--- config.mk ---
export PLATFORM = sky130hd
export DESIGN_NAME = sip_message_boundary_finder_unit
export DESIGN_NICKNAME = d
export VERILOG_FILES = /design/src/hdl/smbf_pkg.sv /design/src/hdl/smbf_front.sv /design/src/hdl/smbf_back.sv /design/src/hdl/sip_message_boundary_finder_unit.sv
export SDC_FILE = /design/constraint.sdc
export NUM_CORES = 1
export LEC_CHECK = 0
export ABC_CLOCK_PERIOD_IN_PS = 10300
export BUFFER_PORTS_ARGS = -buffer_cell sky130_fd_sc_hd__buf_2
export CAP_MARGIN = 40
export CORE_AREA = 2 2 184 186
export CTS_BUF_LIST = sky130_fd_sc_hd__clkbuf_8
export DETAILED_ROUTE_END_ITERATION = 10
export DIE_AREA = 0 0 186 188
export PLACE_DENSITY_LB_ADDON = 0.05
export SYNTH_ARGS = -nofsm -noshare
export SYNTH_HDL_FRONTEND = slang
export SYNTH_SLANG_ARGS = --single-unit
--- constraint.sdc ---
create_clock -name clock -period 10.3 [get_ports clock]
set_clock_uncertainty 0.2 [all_clocks]
set_input_delay 0 -clock clock [delete_from_list [all_inputs] [get_ports clock]]
set_output_delay 0 -clock clock [all_outputs]
set_load 0.01 [all_outputs]
--- src/hdl/smbf_pkg.sv ---
// shared types, constants and a lookup function for the sip message boundary finder
`timescale 1ns / 1ps
`default_nettype none
package smbf_pkg;

   // byte queue between front and back
   localparam int QUEUE_DEPTH       = 4;
   localparam int QUEUE_PTR_BITS    = 2;
   localparam int QUEUE_COUNT_BITS  = QUEUE_PTR_BITS + 1;

   // value text longer than this is flagged
   localparam int MAX_VALUE_CHARS   = 11;
   localparam int FIELD_LEN         = 16;
   localparam int VALUE_BITS        = 17;
   localparam logic [VALUE_BITS-1:0] VALUE_SATURATED = 17'd65536;

   // scanner phase codes
   localparam logic [2:0] PH_SEEK_FIELD = 3'd0;
   localparam logic [2:0] PH_VAL_LEAD   = 3'd1;
   localparam logic [2:0] PH_VAL_DIGITS = 3'd2;
   localparam logic [2:0] PH_VAL_STOP   = 3'd3;
   localparam logic [2:0] PH_SEEK_END   = 3'd4;
   localparam logic [2:0] PH_END_FOUND  = 3'd5;

   // sign codes
   localparam logic [1:0] SIGN_NONE  = 2'd0;
   localparam logic [1:0] SIGN_PLUS  = 2'd1;
   localparam logic [1:0] SIGN_MINUS = 2'd2;

   localparam logic [7:0] CHAR_NUL   = 8'h00;
   localparam logic [7:0] CHAR_TAB   = 8'h09;
   localparam logic [7:0] CHAR_LF    = 8'h0a;
   localparam logic [7:0] CHAR_VT    = 8'h0b;
   localparam logic [7:0] CHAR_FF    = 8'h0c;
   localparam logic [7:0] CHAR_CR    = 8'h0d;
   localparam logic [7:0] CHAR_SPACE = 8'h20;
   localparam logic [7:0] CHAR_PLUS  = 8'h2b;
   localparam logic [7:0] CHAR_MINUS = 8'h2d;
   localparam logic [7:0] CHAR_ZERO  = 8'h30;
   localparam logic [7:0] CHAR_NINE  = 8'h39;

   // one classified byte as it waits in the queue
   typedef struct packed {
      logic [7:0] data;
      logic       last;
      logic       is_cr;
      logic       is_lf;
      logic       is_nul;
      logic       is_blank;
      logic       is_digit;
      logic       is_plus;
      logic       is_minus;
      logic [3:0] digit;
   } byte_item_type;

   // one result, packed as it leaves on the result channel
   typedef struct packed {
      logic        too_long;
      logic [15:0] length;
      logic        complete;
   } result_type;

   // text of the header name being searched for
   function automatic logic [7:0] field_char(input logic [3:0] idx);
      logic [7:0] c;
      case (idx)
         4'd0:    c = 8'h43; // C
         4'd1:    c = 8'h6f; // o
         4'd2:    c = 8'h6e; // n
         4'd3:    c = 8'h74; // t
         4'd4:    c = 8'h65; // e
         4'd5:    c = 8'h6e; // n
         4'd6:    c = 8'h74; // t
         4'd7:    c = 8'h2d; // -
         4'd8:    c = 8'h4c; // L
         4'd9:    c = 8'h65; // e
         4'd10:   c = 8'h6e; // n
         4'd11:   c = 8'h67; // g
         4'd12:   c = 8'h74; // t
         4'd13:   c = 8'h68; // h
         4'd14:   c = 8'h3a; // :
         4'd15:   c = 8'h20; // space
         default: c = 8'h00;
      endcase
      return c;
   endfunction

endpackage
`default_nettype wire

--- src/hdl/smbf_front.sv ---
// front end: accepts bytes, classifies them and queues them for the scanner
`timescale 1ns / 1ps
`default_nettype none
module smbf_front
   import smbf_pkg::*;
(
   input  wire logic          clock,
   input  wire logic          reset,
   input  wire logic          req_tvalid,
   output logic               req_tready,
   input  wire logic [7:0]    req_tdata,
   input  wire logic          req_tlast,
   output logic               head_valid,
   output byte_item_type      head,
   input  wire logic          pop
);

   byte_item_type                   queue_ff [QUEUE_DEPTH];
   logic [QUEUE_PTR_BITS-1:0]       wr_ptr_ff, wr_ptr_in;
   logic [QUEUE_PTR_BITS-1:0]       rd_ptr_ff, rd_ptr_in;
   logic [QUEUE_COUNT_BITS-1:0]     count_ff, count_in;
   logic                            push;
   byte_item_type                   classified;

   // classify the incoming byte
   always_comb begin
      classified.data     = req_tdata;
      classified.last     = req_tlast;
      classified.is_cr    = (req_tdata == CHAR_CR);
      classified.is_lf    = (req_tdata == CHAR_LF);
      classified.is_nul   = (req_tdata == CHAR_NUL);
      classified.is_blank = (req_tdata == CHAR_SPACE) || (req_tdata == CHAR_TAB) ||
                            (req_tdata == CHAR_LF) || (req_tdata == CHAR_VT) ||
                            (req_tdata == CHAR_FF) || (req_tdata == CHAR_CR);
      classified.is_digit = (req_tdata >= CHAR_ZERO) && (req_tdata <= CHAR_NINE);
      classified.is_plus  = (req_tdata == CHAR_PLUS);
      classified.is_minus = (req_tdata == CHAR_MINUS);
      classified.digit    = req_tdata[3:0];
   end

   assign req_tready = (count_ff != QUEUE_COUNT_BITS'(QUEUE_DEPTH));
   assign push       = req_tvalid && req_tready;
   assign head_valid = (count_ff != '0);
   assign head       = queue_ff[rd_ptr_ff];

   always_comb begin
      wr_ptr_in = push ? wr_ptr_ff + 1'b1 : wr_ptr_ff;
      rd_ptr_in = pop  ? rd_ptr_ff + 1'b1 : rd_ptr_ff;
      count_in  = count_ff;
      if (push && !pop) begin
         count_in = count_ff + 1'b1;
      end else if (pop && !push) begin
         count_in = count_ff - 1'b1;
      end
   end

   always_ff @(posedge clock) begin
      if (reset) begin
         wr_ptr_ff <= '0;
         rd_ptr_ff <= '0;
         count_ff  <= '0;
      end else begin
         wr_ptr_ff <= wr_ptr_in;
         rd_ptr_ff <= rd_ptr_in;
         count_ff  <= count_in;
      end
   end

   always_ff @(posedge clock) begin
      if (push) begin
         queue_ff[wr_ptr_ff] <= classified;
      end
   end

   a_no_overfill: assert property (@(posedge clock) disable iff (reset)
      count_ff <= QUEUE_COUNT_BITS'(QUEUE_DEPTH))
      else $error("byte queue holds more than its depth");

   a_pop_needs_entry: assert property (@(posedge clock) disable iff (reset)
      pop |-> head_valid)
      else $error("scanner took a byte from an empty queue");

endmodule
`default_nettype wire

--- src/hdl/smbf_back.sv ---
// back end: per-byte scanner for keep-alive run, content length and header end
`timescale 1ns / 1ps
`default_nettype none
module smbf_back
   import smbf_pkg::*;
#(
   parameter int POS_BITS = 16
)
(
   input  wire logic          clock,
   input  wire logic          reset,
   input  wire logic          head_valid,
   input  wire byte_item_type head,
   output logic               pop,
   output logic               rsp_tvalid,
   input  wire logic          rsp_tready,
   output result_type         rsp_result
);

   localparam int WIDE_BITS = ((POS_BITS > VALUE_BITS) ? POS_BITS : VALUE_BITS) + 1;

   typedef struct packed {
      logic [2:0]            phase;
      logic [VALUE_BITS-1:0] acc;
      logic [3:0]            cnt;
      logic [1:0]            sign;
   } value_state_type;

   logic [POS_BITS-1:0]   pos_ff, pos_in;
   logic                  in_ka_ff, in_ka_in;
   logic [POS_BITS-1:0]   ka_ff, ka_in;
   logic                  pend_cr_ff, pend_cr_in;
   logic [4:0]            fmc_ff, fmc_in;
   logic [2:0]            term_ff, term_in;
   logic [POS_BITS-1:0]   hdr_ff, hdr_in;
   value_state_type       vs_ff, vs_in, vs_mid;
   logic                  overlong;
   logic [POS_BITS-1:0]   total;
   logic [WIDE_BITS-1:0]  end_wide;
   logic [WIDE_BITS-1:0]  ka_wide;
   logic                  flag;
   result_type            verdict;
   logic                  rsp_valid_ff, rsp_valid_in;
   result_type            rsp_result_ff;

   // one character of the value text; blank-only call for a carriage return
   function automatic value_state_type take_char(
      input value_state_type s,
      input logic            blank,
      input logic            plus,
      input logic            minus,
      input logic            dig,
      input logic [3:0]      dval
   );
      value_state_type r;
      logic [20:0]     prod;
      r    = s;
      prod = {s.acc, 3'b000} + {2'b00, s.acc, 1'b0} + {17'd0, dval};
      if (s.cnt != 4'd15) begin
         r.cnt = s.cnt + 4'd1;
      end
      case (s.phase)
         PH_VAL_LEAD: begin
            if (!blank) begin
               if (plus) begin
                  r.sign  = SIGN_PLUS;
                  r.phase = PH_VAL_DIGITS;
               end else if (minus) begin
                  r.sign  = SIGN_MINUS;
                  r.phase = PH_VAL_DIGITS;
               end else if (dig) begin
                  r.acc   = {13'd0, dval};
                  r.phase = PH_VAL_DIGITS;
               end else begin
                  r.phase = PH_VAL_STOP;
               end
            end
         end
         PH_VAL_DIGITS: begin
            if (dig) begin
               if (prod > {4'd0, VALUE_SATURATED}) begin
                  r.acc = VALUE_SATURATED;
               end else begin
                  r.acc = prod[VALUE_BITS-1:0];
               end
            end else begin
               r.phase = PH_VAL_STOP;
            end
         end
         default: begin
         end
      endcase
      return r;
   endfunction

   assign pop      = head_valid && (!head.last || !rsp_valid_ff || rsp_tready);
   assign overlong = (pos_ff == '1);
   assign total    = pos_ff + 1'b1;

   // next scanner state, including the final byte of a buffer
   always_comb begin
      pos_in     = pos_ff;
      in_ka_in   = in_ka_ff;
      ka_in      = ka_ff;
      pend_cr_in = pend_cr_ff;
      fmc_in     = fmc_ff;
      term_in    = term_ff;
      hdr_in     = hdr_ff;
      vs_in      = vs_ff;
      vs_mid     = vs_ff;

      if (pop && !overlong) begin
         pos_in = total;

         // keep-alive run of crlf pairs and zero bytes
         if (in_ka_ff) begin
            if (pend_cr_ff) begin
               pend_cr_in = 1'b0;
               if (head.is_lf) begin
                  ka_in = ka_ff + POS_BITS'(2);
               end else begin
                  in_ka_in = 1'b0;
               end
            end else if (head.is_cr) begin
               pend_cr_in = 1'b1;
            end else if (head.is_nul) begin
               ka_in = ka_ff + POS_BITS'(1);
            end else begin
               in_ka_in = 1'b0;
            end
         end

         case (vs_ff.phase)
            PH_SEEK_FIELD: begin
               if (fmc_ff < 5'(FIELD_LEN) && head.data == field_char(fmc_ff[3:0])) begin
                  fmc_in = fmc_ff + 5'd1;
               end else begin
                  fmc_in = (head.data == field_char(4'd0)) ? 5'd1 : 5'd0;
               end
               if (fmc_in >= 5'(FIELD_LEN)) begin
                  vs_in.phase = PH_VAL_LEAD;
               end
            end
            PH_VAL_LEAD, PH_VAL_DIGITS, PH_VAL_STOP: begin
               if (term_ff == 3'd1) begin
                  if (head.is_lf) begin
                     term_in     = 3'd2;
                     vs_in.phase = PH_SEEK_END;
                  end else begin
                     // held carriage return turns out to be value text
                     vs_mid = take_char(vs_ff, 1'b1, 1'b0, 1'b0, 1'b0, 4'd0);
                     vs_in  = vs_mid;
                     if (!head.is_cr) begin
                        term_in = 3'd0;
                        vs_in   = take_char(vs_mid, head.is_blank, head.is_plus,
                                            head.is_minus, head.is_digit, head.digit);
                     end
                  end
               end else if (head.is_cr) begin
                  term_in = 3'd1;
               end else begin
                  vs_in = take_char(vs_ff, head.is_blank, head.is_plus,
                                    head.is_minus, head.is_digit, head.digit);
               end
            end
            PH_SEEK_END: begin
               if (head.is_cr) begin
                  term_in = (term_ff == 3'd2) ? 3'd3 : 3'd1;
               end else if (head.is_lf && (term_ff == 3'd1 || term_ff == 3'd3)) begin
                  term_in = term_ff + 3'd1;
               end else begin
                  term_in = 3'd0;
               end
               if (term_in == 3'd4) begin
                  hdr_in      = total;
                  vs_in.phase = PH_END_FOUND;
               end
            end
            default: begin
            end
         endcase
      end
   end

   // verdict at the final byte; value, count and sign cannot move once the
   // header end search has begun, so the stored copies serve here
   always_comb begin
      verdict  = '0;
      flag     = 1'b0;
      ka_wide  = WIDE_BITS'(ka_in);
      end_wide = WIDE_BITS'(hdr_in) + WIDE_BITS'(vs_ff.acc);
      if (!overlong) begin
         if (ka_in != '0) begin
            if (ka_wide <= WIDE_BITS'(16'hffff)) begin
               verdict.complete = 1'b1;
               verdict.length   = ka_wide[15:0];
            end
         end else begin
            flag = (vs_in.phase == PH_SEEK_END || vs_in.phase == PH_END_FOUND) &&
                   (vs_ff.cnt > 4'(MAX_VALUE_CHARS));
            verdict.too_long = flag;
            if (vs_in.phase == PH_END_FOUND && !flag &&
                !(vs_ff.sign == SIGN_MINUS && vs_ff.acc != '0)) begin
               if (end_wide <= WIDE_BITS'(total) &&
                   end_wide <= WIDE_BITS'(16'hffff)) begin
                  verdict.complete = 1'b1;
                  verdict.length   = end_wide[15:0];
               end
            end
         end
      end
   end

   always_comb begin
      rsp_valid_in = rsp_valid_ff;
      if (rsp_tready) begin
         rsp_valid_in = 1'b0;
      end
      if (pop && head.last) begin
         rsp_valid_in = 1'b1;
      end
   end

   // end of buffer: everything back to its reset value
   always_ff @(posedge clock) begin
      if (reset || (pop && head.last)) begin
         pos_ff       <= '0;
         in_ka_ff     <= 1'b1;
         ka_ff        <= '0;
         pend_cr_ff   <= 1'b0;
         fmc_ff       <= '0;
         term_ff      <= '0;
         hdr_ff       <= '0;
         vs_ff        <= '{phase: PH_SEEK_FIELD, acc: '0, cnt: '0, sign: SIGN_NONE};
      end else begin
         pos_ff       <= pos_in;
         in_ka_ff     <= in_ka_in;
         ka_ff        <= ka_in;
         pend_cr_ff   <= pend_cr_in;
         fmc_ff       <= fmc_in;
         term_ff      <= term_in;
         hdr_ff       <= hdr_in;
         vs_ff        <= vs_in;
      end
   end

   always_ff @(posedge clock) begin
      if (reset) begin
         rsp_valid_ff <= 1'b0;
      end else begin
         rsp_valid_ff <= rsp_valid_in;
      end
   end

   always_ff @(posedge clock) begin
      if (pop && head.last) begin
         rsp_result_ff <= verdict;
      end
   end

   assign rsp_tvalid = rsp_valid_ff;
   assign rsp_result = rsp_result_ff;

   a_no_overwrite: assert property (@(posedge clock) disable iff (reset)
      rsp_valid_ff && !rsp_tready |-> !(pop && head.last))
      else $error("result overwritten while still waiting");

   a_incomplete_zero: assert property (@(posedge clock) disable iff (reset)
      rsp_valid_ff && !rsp_result_ff.complete |-> rsp_result_ff.length == '0)
      else $error("incomplete result carries a length");

   a_flag_not_complete: assert property (@(posedge clock) disable iff (reset)
      rsp_valid_ff && rsp_result_ff.complete |-> !rsp_result_ff.too_long)
      else $error("complete result with overlong value text");

endmodule
`default_nettype wire

--- src/hdl/sip_message_boundary_finder_unit.sv ---
// top level of the sip message boundary finder
`timescale 1ns / 1ps
`default_nettype none
// throughput: one byte per cycle sustained, limited by the single-byte scanner step,
//   except while a final byte waits for the previous result to be taken
// result: the scanner step that pops the queued last byte loads the result register
// a four-entry queue between classifier and scanner absorbs result-side stalls; a final
//   byte waits in it while the previous result has not been taken
// reset: synchronous, active high; empties the queue, returns the scanner to the
//   start of a buffer and drops any pending result; no clearing pass
module sip_message_boundary_finder_unit
   import smbf_pkg::*;
#(
   parameter int BUFFER_POSITION_BITS = 16
)
(
   input  wire logic          clock,
   input  wire logic          reset,
   // byte stream in
   input  wire logic          req_tvalid,
   output logic               req_tready,
   input  wire logic [7:0]    req_tdata,   // [7:0] data_byte
   input  wire logic          req_tlast,   // last_byte: final byte of the buffer
   // one result per buffer
   output logic               rsp_tvalid,
   input  wire logic          rsp_tready,
   output logic [23:0]        rsp_tdata    // [0] complete, [16:1] message_length,
                                           // [17] length_text_too_long, [23:18] zero
);

   // classified byte at the head of the queue
   logic           head_valid;
   byte_item_type  head;
   logic           pop;
   result_type     rsp_result;

   // front: accept and classify each transaction, queue it
   smbf_front u_front (
      .clock      (clock),
      .reset      (reset),
      .req_tvalid (req_tvalid),
      .req_tready (req_tready),
      .req_tdata  (req_tdata),
      .req_tlast  (req_tlast),
      .head_valid (head_valid),
      .head       (head),
      .pop        (pop)
   );

   // back: scan one byte per cycle unless a final byte waits on an untaken result, hold the verdict until taken
   smbf_back #(
      .POS_BITS   (BUFFER_POSITION_BITS)
   ) u_back (
      .clock      (clock),
      .reset      (reset),
      .head_valid (head_valid),
      .head       (head),
      .pop        (pop),
      .rsp_tvalid (rsp_tvalid),
      .rsp_tready (rsp_tready),
      .rsp_result (rsp_result)
   );

   // result fields packed from bit 0 up, padded to whole bytes
   assign rsp_tdata = {6'b000000, rsp_result};

endmodule
`default_nettype wire

==> summary.md <==
| Metric | Value |
|---|---|
| Status | completed |
| Share of cells above drive strength 1 | 9.52% |
| Clock share of power | 24.1% |
| Sw frac | 39.0% |
| Main area contributors after synthesis | edfxtp_1 (22%), dfxtp_1 (18%), ha_1 (9.5%), nand2_1 (4.0%), a21oi_1 (3.4%) |
| Layout Utilization | 37.7% |
| Fill cells | 3343 |
| P_sw | 0.000806 W |
| Number of flops mapped to enable cells by yosys | 82 |
| Fmax | 137 MHz |
| Max-slew violations | 0 |
| First DRT Iteration DRCs | 531 |
| Row Count | 67 |
| Yosys warns | 0 |
| Library cells used by synthesis | 84 |
| Setup CP Type | register to register |
| Worst rel slew slack | 42.9% |
| CTS sink count | 183 |
| Main combinational cell family by area after synthesis | simple AND/OR/NAND/NOR gates |
| Gpl congestion | 0.816 |
| CP dominant cell by count | a21oi_1 |
| GRT met3 Usage | 2.78% |
| CP max stage delay | 790 ps |
| Grt peak-use layer | met2 |
| Synth Area in XOR/XNOR | 5.64% |
| Fin crit period | 7320 ps |
| Synth Area per Inst | 9.48 um^2 |
| CTS max path bufs | 2 |
| Worst Path Buf+Inv | 3 |
| Drt first pass iters | 5 |
| Antenna Cells | 0 |
| Crit path launch type | register |
| Place WS | 2990 ps |
| Fin nets | 1330 |
| Port Buf Inserts | 32 |
| Multiplexer share of the synthesized area | 4.80% |
| # DRC | 0 |
| Fraction of registers with async set/reset | 0% |
| Cells after Synth | 1196 |
| Finish-stage setup viols | 0 |
| DP Area | 12000 um^2 |
| Worst hold path type | input pin to register |
| Met1 usage | 26.7% |
| P_int | 0.00126 W |
| Drt via density | 5.35 |
| Final instance area | 12500 um^2 |
| Htree depth | 4 |
| Tcrit/Tclk final | 71.1% |
| Initial antenna violation count | 1 |
| Fraction of the mapped netlist area in compound gates | 16.2% |
| IO Pins | 39 |
| Num CTS Buffers | 17 |
| Via count | 9029 |
| Postcts setup bufs | 0 |
| CP max FO | 32 |
| CTS tree | yes |
| RSZ-0062 raised after global routing | false |
| Die Ht | 188 um |
| Register area share after synthesis | 39.5% |
| Most frequent cell after synthesis | nand2_1 |
| Cell Area, Synth | 11300 um^2 |
| Max IR drop VDD | 96.8 uV |
| Grt met2 use | 28.6% |
| Total length of routed wires | 30900 um |
| Yosys reg bits | 183 |
| Max_cap viols | 0 |
| Starting density of the core | 34.2% |
| Combinational group share of total power | 32.9% |
| DR WL/cell | 18.3 um |
| Global-route wire length before repair | 49700 um |
| Post-synth top area share | 21.7% |
| Synth cell count leaders | nand2_1 (120), dfxtp_1 (101), nor2_1 (97), ha_1 (86), edfxtp_1 (82) |
| Grt ovf | 0 |
| Area leader, netlist | edfxtp_1 |
| Footprint of the multi-input gates | 6460 um^2 |
| Worst-Margin Slew | 856 ps |
| Die ar. | 35000 um^2 |
| Flop pwr share | 43.0% |
| Area delta synth->final | 10.2% |
| Adder-Cell Fraction of Synth Area | 10.2% |
| Core Region | 33100 um^2 |
| Lkg Pwr | 4.68 nW |
| Hold Violations, Final | 0 |
| Clock transition at path regs | 120 ps |
| Worst path top cell family by delay | compound AO/OA/AOI/OAI gates |
| Worst EP required | 10410 ps |
| Primary FF master, synth | dfxtp_1 |
| Seq. cell area | 4480 um^2 |
| CP max-delay cell | mux4_2 |
| Setup TNS | 0 ps |
| Clk_lat worst skew | 480 ps |
| CP Capture Type | register |
| Vias in the first global route | 8759 |
| Clock Root Buffer | clkbuf_8 |
| Die W | 186 um |
| Final WS setup | 2980 ps |
| Total GRT Usage | 18.3% |
| Cell Pwr Density | 165 nW/um^2 |
| Pin count of the biggest net entering global routing | 50 |
| Routed Antenna Nets | 0 |
| Critical Path AT | 7430 ps |
| Simple-Gate Fraction of Synth Area | 19.9% |
| DP Wirelength | 23500 um |
| Worst hold slack | 106 ps |
[cell usage in the layout (no fill, tap or decap), types with 10 or more instances in the layout]
cell	instances
nand2_1	120
dlygate4sd3_1	13
and2_1	24
inv_1	46
o21a_1	10
a21o_1	15
edfxtp_1	82
mux2i_1	15
nor3_1	28
dfxtp_1	101
xnor2_1	38
nor4_1	17
a21oi_1	77
nand2b_1	12
o21ai_0	67
nor2_1	96
ha_1	86
buf_2	32
nand4_1	17
mux4_2	15
a211oi_1	10
a31oi_1	15
nor2b_1	11
and3_1	21
or3_1	13
nand3_1	30
clkbuf_8	17
xor2_1	35
nor4b_1	10
[worst reg2reg max path, delay by kind of cell, from the launching register on]
family | cells | cell delay, ps
compound gates | 13 | 3100
simple gates | 5 | 1090
fa+ha+maj | 3 | 820
mux | 1 | 800
buf+inv | 3 | 610
flops | 1 | 360
xor+xnor | 1 | 160
[logic make-up (layout without fill, tap and decap cells)]
logic type	Yosys count	after routing
simple gates	439	439
compound gates	279	279
flops	183	183
buf+inv	96	135
fa+ha+maj	90	90
xor+xnor	73	73
mux	35	35
other cells	1	6
[area by class of cell]
type | count | area share [%]
flip-flops and latches | 183 | 35.9
clock inverters | 15 | 1.34
multi-input cells | 922 | 51.7
clock buffers | 17 | 1.87
inverters | 46 | 1.38
repair buffers | 57 | 3.34
well taps | 448 | 4.49
[sequential cells by signal, summed over array words and instances, names as in the netlist, named ones only]
name,count
u_front.rd_ptr_ff,2
u_back.fmc_ff,5
u_front.wr_ptr_ff,2
u_front.count_ff,3
u_front.queue_ff,64
u_back.vs_ff,26
u_back.term_ff,3
u_back.rsp_result,18
u_back.pend_cr_ff,1
u_back.rsp_tvalid,1
u_back.pos_ff,16
u_back.in_ka_ff,1
u_back.hdr_ff,16
u_back.ka_ff,16
[what timing repair did]
item | CTS | global route
endpoints found under the hold margin | 124 | 0
resized for setup | 0 | 0
hold buffers | 13 | 0
[per-stage QoR]
stage | power, W | std cells
final | 0.00206 | 1688
after global routing | 0.00219 | 1688
after CTS | 0.00210 | 1688
after detailed placement | 0.00159 | 1643
after global placement | 0.00158 | 1638
after floorplan | 0.00136 | 1201
[worst paths after layout]
kind,startpoint,end,slack (ps),cells past startpoint
setup / recovery,register,u_back.rsp_result[14]$_SDFFCE_PP0P_,2980,26
hold / removal,req_tdata[6],u_front.queue_ff[2][18]$_DFFE_PP_,110,2
setup reg to reg,register,u_back.rsp_result[14]$_SDFFCE_PP0P_,2980,26
hold reg to reg,u_back.vs_ff[1]$_SDFFE_PP0P_,u_back.vs_ff[1]$_SDFFE_PP0P_,260,2
[power groups by stage]
stage | combinational [W] | sequential [W] | clock (W)
4_1_cts | 0.000690 | 0.000891 | 0.000516
3_3_place_gp | 0.000672 | 0.000909 | 0
5_1_grt | 0.000747 | 0.000899 | 0.000544
3_5_place_dp | 0.000683 | 0.000907 | 0
2_1_floorplan | 0.000455 | 0.000907 | 0
6_report | 0.000680 | 0.000889 | 0.000497
[layer usage]
metal,share of wire (%),vias to the layer above,wire [um]
met3,3.2,23,1000
li1,-,4472,-
met2,45,149,14000
met1,50,4385,15500
met4,1.3,0,404
met5,0,-,0
Note: power is estimated with default switching activity, not from simulation.
